`config.mk`:
```
export PLATFORM = sky130hd
export DESIGN_NAME = keyed_affine_inverse_sbox
export DESIGN_NICKNAME = d
export VERILOG_FILES = /design/src/rtl/core/kais_pkg.sv /design/src/rtl/core/keyed_affine_inverse_sbox.sv
export SDC_FILE = /design/constraint.sdc
export NUM_CORES = 1
export LEC_CHECK = 0
export CORE_MARGIN = 4
export CORE_UTILIZATION = 46
export DETAILED_ROUTE_END_ITERATION = 7
export DONT_BUFFER_PORTS = 1
export HOLD_SLACK_MARGIN = 0.15
export SKIP_CTS_REPAIR_TIMING = 1
export SYNTH_ARGS = -nofsm -noshare
export SYNTH_HDL_FRONTEND = slang
export SYNTH_SLANG_ARGS = --single-unit
```
`constraint.sdc`:
```
create_clock -name clk -period 8.3 [get_ports clk]
set_input_delay 1.245 -clock clk [delete_from_list [all_inputs] [get_ports clk]]
set_output_delay 1.245 -clock clk [all_outputs]
set_load 0.02 [all_outputs]
```
`src/rtl/core/kais_pkg.sv`:
```
package kais_pkg;

	// Configuration register indexes.
	localparam int CfgIdxW = 1;

	typedef enum logic [CfgIdxW-1:0] {
		CFG_MATRIX_ROWS     = 1'b0,
		CFG_AFFINE_CONSTANT = 1'b1
	} cfg_index_t;

	// Field reduction x^8 + x^4 + x^3 + x + 1, low byte only.
	localparam logic [7:0] GfReduce = 8'h1B;
	localparam logic [7:0] GfTopBit = 8'h80;

	// Reset values give the standard AES S-box.
	localparam logic [63:0] MatrixReset = 64'hF87C3E1F8FC7E3F1;
	localparam logic [7:0]  AffineReset = 8'h63;

	// Multiply by x with reduction.
	function automatic logic [7:0] gf_xtime(input logic [7:0] a);
		logic [7:0] r;
		r = {a[6:0], 1'b0};
		if ((a & GfTopBit) != 8'h00) begin
			r = r ^ GfReduce;
		end
		return r;
	endfunction

	// Shift-and-add multiplication in GF(2^8).
	function automatic logic [7:0] gf_mul(input logic [7:0] a, input logic [7:0] b);
		logic [7:0] acc;
		logic [7:0] sh;
		acc = 8'h00;
		sh  = a;
		for (int k = 0; k < 8; k++) begin
			if (b[k]) begin
				acc = acc ^ sh;
			end
			sh = gf_xtime(sh);
		end
		return acc;
	endfunction

	// Squaring is linear over GF(2); synthesis reduces it to an XOR network.
	function automatic logic [7:0] gf_sq(input logic [7:0] a);
		return gf_mul(a, a);
	endfunction

endpackage

```
`src/rtl/core/keyed_affine_inverse_sbox.sv`:
```
// Keyed AES-style substitution box. Each request carries one byte, which is
// replaced by its multiplicative inverse in GF(2^8) modulo x^8+x^4+x^3+x+1
// (zero maps to zero) and then passed through an affine map over GF(2):
// output bit i is the parity of matrix row i ANDed with the inverse, XORed
// with bit i of the affine constant. After reset the matrix and constant
// hold the AES values, so the block is the standard AES S-box until they are
// rewritten through the configuration port (index 0: the 64-bit matrix, row
// i in bits 8i+7..8i; index 1: the 8-bit constant). The configuration port
// is always ready and should only be written while no request is in flight.
// The datapath is a five-stage pipeline: the inverse is computed as x^254
// by an addition chain with one GF(2^8) multiplier per stage over four
// stages, and the fifth stage applies the affine map. A request passes
// through stages 1 to 5 in order, the result leaving stage 5, and one
// request is accepted in every cycle while the output side takes results.
// A stall on the output holds the pipeline; empty stages still fill, so the input
// keeps accepting until every stage holds a request.
module keyed_affine_inverse_sbox (
	input  logic                           clk,
	input  logic                           arst_n,
	// Configuration write channel.
	input  logic                           cfg_valid,
	output logic                           cfg_ready,
	input  logic [kais_pkg::CfgIdxW-1:0]   cfg_index,
	input  logic [63:0]                    cfg_data,
	// Input request channel.
	input  logic                           in_valid,
	output logic                           in_stall,
	input  logic [7:0]                     in_byte,
	// Result channel.
	output logic                           out_valid,
	input  logic                           out_stall,
	output logic [7:0]                     out_byte
);
	import kais_pkg::*;

	// Configuration registers.
	logic [63:0] matrix_rows_q;
	logic [7:0]  affine_constant_q;

	// Stage valid bits and load enables.
	logic v_s1, v_s2, v_s3, v_s4, v_s5;
	logic en_s1, en_s2, en_s3, en_s4, en_s5;

	// Stage payloads, named after the power of the input byte they hold.
	logic [7:0] x2_s1, x3_s1;
	logic [7:0] x2_s2, x12_s2, x15_s2;
	logic [7:0] x2_s3, x252_s3;
	logic [7:0] inv_s4;
	logic [7:0] out_s5;

	// Combinational stage results.
	logic [7:0] x2_c, x3_c;
	logic [7:0] x12_c, x15_c;
	logic [7:0] x240_c, x252_c;
	logic [7:0] inv_c;
	logic [7:0] aff_c;

	// A stage loads when it is empty or when its contents move on this edge.
	assign en_s5 = !v_s5 || !out_stall;
	assign en_s4 = !v_s4 || en_s5;
	assign en_s3 = !v_s3 || en_s4;
	assign en_s2 = !v_s2 || en_s3;
	assign en_s1 = !v_s1 || en_s2;

	assign in_stall  = !en_s1;
	assign out_valid = v_s5;
	assign out_byte  = out_s5;
	assign cfg_ready = 1'b1;

	// Configuration decoder.
	always_ff @(posedge clk or negedge arst_n) begin
		if (!arst_n) begin
			matrix_rows_q     <= MatrixReset;
			affine_constant_q <= AffineReset;
		end else if (cfg_valid && cfg_ready) begin
			unique case (cfg_index_t'(cfg_index))
				CFG_MATRIX_ROWS:     matrix_rows_q     <= cfg_data;
				CFG_AFFINE_CONSTANT: affine_constant_q <= cfg_data[7:0];
				default: ;
			endcase
		end
	end

	// Stage 1: x^2 and x^3.
	assign x2_c = gf_sq(in_byte);
	assign x3_c = gf_mul(x2_c, in_byte);

	// Stage 2: x^12 = (x^3)^4, then x^15.
	assign x12_c = gf_sq(gf_sq(x3_s1));
	assign x15_c = gf_mul(x12_c, x3_s1);

	// Stage 3: x^240 = (x^15)^16, then x^252.
	assign x240_c = gf_sq(gf_sq(gf_sq(gf_sq(x15_s2))));
	assign x252_c = gf_mul(x240_c, x12_s2);

	// Stage 4: x^254, the inverse; zero stays zero.
	assign inv_c = gf_mul(x252_s3, x2_s3);

	// Stage 5: affine map, one parity per output bit.
	always_comb begin
		for (int i = 0; i < 8; i++) begin
			aff_c[i] = (^(matrix_rows_q[8*i +: 8] & inv_s4)) ^ affine_constant_q[i];
		end
	end

	// Valid bits travel with the data and clear on reset.
	always_ff @(posedge clk or negedge arst_n) begin
		if (!arst_n) begin
			v_s1 <= 1'b0;
			v_s2 <= 1'b0;
			v_s3 <= 1'b0;
			v_s4 <= 1'b0;
			v_s5 <= 1'b0;
		end else begin
			if (en_s1) v_s1 <= in_valid;
			if (en_s2) v_s2 <= v_s1;
			if (en_s3) v_s3 <= v_s2;
			if (en_s4) v_s4 <= v_s3;
			if (en_s5) v_s5 <= v_s4;
		end
	end

	// Payload registers need no reset.
	always_ff @(posedge clk) begin
		if (en_s1) begin
			x2_s1 <= x2_c;
			x3_s1 <= x3_c;
		end
		if (en_s2) begin
			x2_s2  <= x2_s1;
			x12_s2 <= x12_c;
			x15_s2 <= x15_c;
		end
		if (en_s3) begin
			x2_s3   <= x2_s2;
			x252_s3 <= x252_c;
		end
		if (en_s4) begin
			inv_s4 <= inv_c;
		end
		if (en_s5) begin
			out_s5 <= aff_c;
		end
	end

endmodule

```
==> results.toml <==
[outcome]
status = "completed"

[global_route]
grt_remaining_overflow = 0
grt_util_all_layers_pct = 17.9
antenna_found_initial = 0
grt_start_max_net_pins = 78
grt_pass1_wl_um = 53500
first_global_vias = 10400

[worst_setup_path]
crit_path_cell_trace = "xnor2_2 > xor3_1 > and2_1 > xnor3_2 > xnor3_2 > nor3_1 > a2111o_1 > or3_1 > and2_4 > xnor3_1 > ha_1 > xnor2_1 > xnor2_1 > xnor2_1 > nor2_1 > xor3_1 > buf_4 > xnor3_2 > nand2_1 > xnor3_1 > xnor3_1 > xor3_1"
path_class = "reg -> reg"
max_stage_delay_ps = 650
start_kind = "flip-flop"
path_max_fanout = 15
worstPathArrival_ps = 7960
crit_path_top_delay_cell = "edfxtp_1"
r2r_cells = 22
critical_path.endpoint_type = "flip-flop"
critPathRequiredTime_ps = 8470

[routing]
wirelength_um = 32100
vias = 10700
met3_length_um = 1020
wl_met1_um = 15600
maxUsedRoutingLayer = "met4"
via_per_inst = 5.24
drcViolationCount = 0
wl_per_cell_um = 15.7
met2_length_um = 15100
drt-pass1-iter-count = 6
drt_iter0_markers = 750
ant_nets = 0

[yosys]
yosys.area.top_type = "xnor2_1"
synth.most_common_cell = "xnor2_1"
syn_inst = 1645
yosys-top-cells-area = "xnor2_1, edfxtp_1, nand2_1"
avgSynthCellArea_sq_um = 9.17
syn_nets = 1730
netlist_top_cells_count = "xnor2_1, nand2_1, xor2_1"
syn_area_sq_um = 15100
async_reset_ff_share_pct = 51.7
synth_flop_cell = "edfxtp_1"
ys_types = 91
synth.top_cell.area_share_pct = 21.0
synth_warnings = 0
synth_edf_count = 72
ys_ff_latch = 149
seq_area_frac_synth_pct = 27.5

[cts]
clk_pin_slew_ps = 60
clock_path_buffers = 2
cts-root-buf = "clkbuf_16"
tritoncts = "yes"
clk_latency_ps = 430
htree_levels = 4
cts_inserted_buffers = 17
cts.sinks = 149

[floorplan]
fp.dieArea_sq_um = 35700
io-pin-count = 89
die_x_um = 189
rows = 66
fp.dieH_um = 189
core_area_sq_um = 32500
initial_core_util_pct = 46.5

[cells_and_area]
drive_gt1_share_pct = 14.5
diodes = 0
largest_reg_flops = 64
largest_register = "matrix_rows_q"
syn2layout_area_growth_pct = 6.37
final_nets = 1669

[sta]
setup_viol = 0
maxSlewViolCount = 0
timing.final.crit_share_pct = 93.9
max_freq_mhz = 128
rsz0062_at_grt = "no"
relSlewSlack_pct = 33.8
setup_tns_ps = 0
tightest_slew_ps = 986
skew_ps = 14.8
finalHoldViolCount = 0
min_period_ps = 7800

[worst_hold_path]
worstHoldPathCells = 0
worstHoldPathType = "reg -> reg"

[place]
place_congestion = 0.841
dpl.hpwl_um = 23100
io_buffer_count = 0

[run]
cap_violations = 0
-- cells by family (layout without fill, tap and decap cells) --
kind of cell	count (synthesis)	count (layout)	share of synthesized area, %
DFF	149	149	27.5
adders and majority gates	7	7	0.581
muxes	103	103	7.60
AOI/OAI and AO/OA	183	183	8.17
and+or+nand+nor	533	533	15.6
other	1	1	0.0249
buffers and inverters	127	79	3.66
xor gates and xnor gates	542	542	36.9
-- final timing paths --
| kind | startpoint | end | slack, ps |
|---|---|---|---|
| worst max-delay path | x15_s2[4] | x252_s3[3] | 500 |
| worst min-delay path | x2_s1[2] | x2_s2[2] | 410 |
| worst max register to register | x15_s2[4] | x252_s3[3] | 500 |
| worst min register to register | x2_s1[2] | x2_s2[2] | 410 |
| max in group asynchronous | arst_n | matrix_rows_q[23] | 7590 |
| min in group asynchronous | arst_n | affine_constant_q[3] | 510 |
-- cell type report --
class	count	area [sq um]
tap	442	553
clock inverter	9	114
multi-input combinational	1369	10500
timing repair buffer	24	180
fill	2993	16400
sequential	149	4140
clock buffer	23	500
inverter	23	86.3
-- critical path: cells and delay by family, from the launching register on --
family / cells / cell delay [ps]
compound gates: 1 / 430
flops: 1 / 650
fa+ha+maj: 1 / 400
buf+inv: 1 / 210
simple gates: 6 / 1300
xor+xnor: 13 / 4520
-- routing by layer --
layer | vias up | track usage (%)
met2 | 186 | 29.5
met5 | - | 0
met3 | 29 | 2.93
met4 | 0 | 3.28
met1 | 5128 | 25.3
li1 | 5345 | -
-- cell usage in the layout, fill, tap and decap left out, types with 5 or more instances in the layout --
cell type and n:
dfstp_2 44, o221ai_1 7, and3_1 8, nand3_1 13, edfxtp_1 72, or3_1 6
xnor2_1 357, nor3_1 23, mux2_2 77, dfrtp_1 33, buf_4 24, xnor3_1 28
xnor2_2 14, a22oi_1 8, clkbuf_16 19, xor3_1 9, a211oi_1 7, nand2b_1 24
a21oi_1 46, inv_1 18, xor2_1 119, o211ai_1 6, o21ai_0 43, nor3b_1 7
nor2b_1 25, nand2_1 334, ha_1 5, xnor2_4 5, nor2_1 66, a31oi_1 7
mux2i_1 21
-- through the flow --
step	cell area (sq um)	utilization (%)	hold slack, ps	setup WS [ps]	instances
finish	16000	49.4	412	502	2039
global route	16000	49.4	416	33.2	2039
CTS	16000	49.2	413	119	2039
detailed placement	15400	47.3	406	170	2007
global placement	15400	47.3	400	375	2007
floorplan	15100	-	400	367	1645
Power is not shown: default switching activity piles up to over one toggle a cycle in this logic, so the estimate is an artifact.
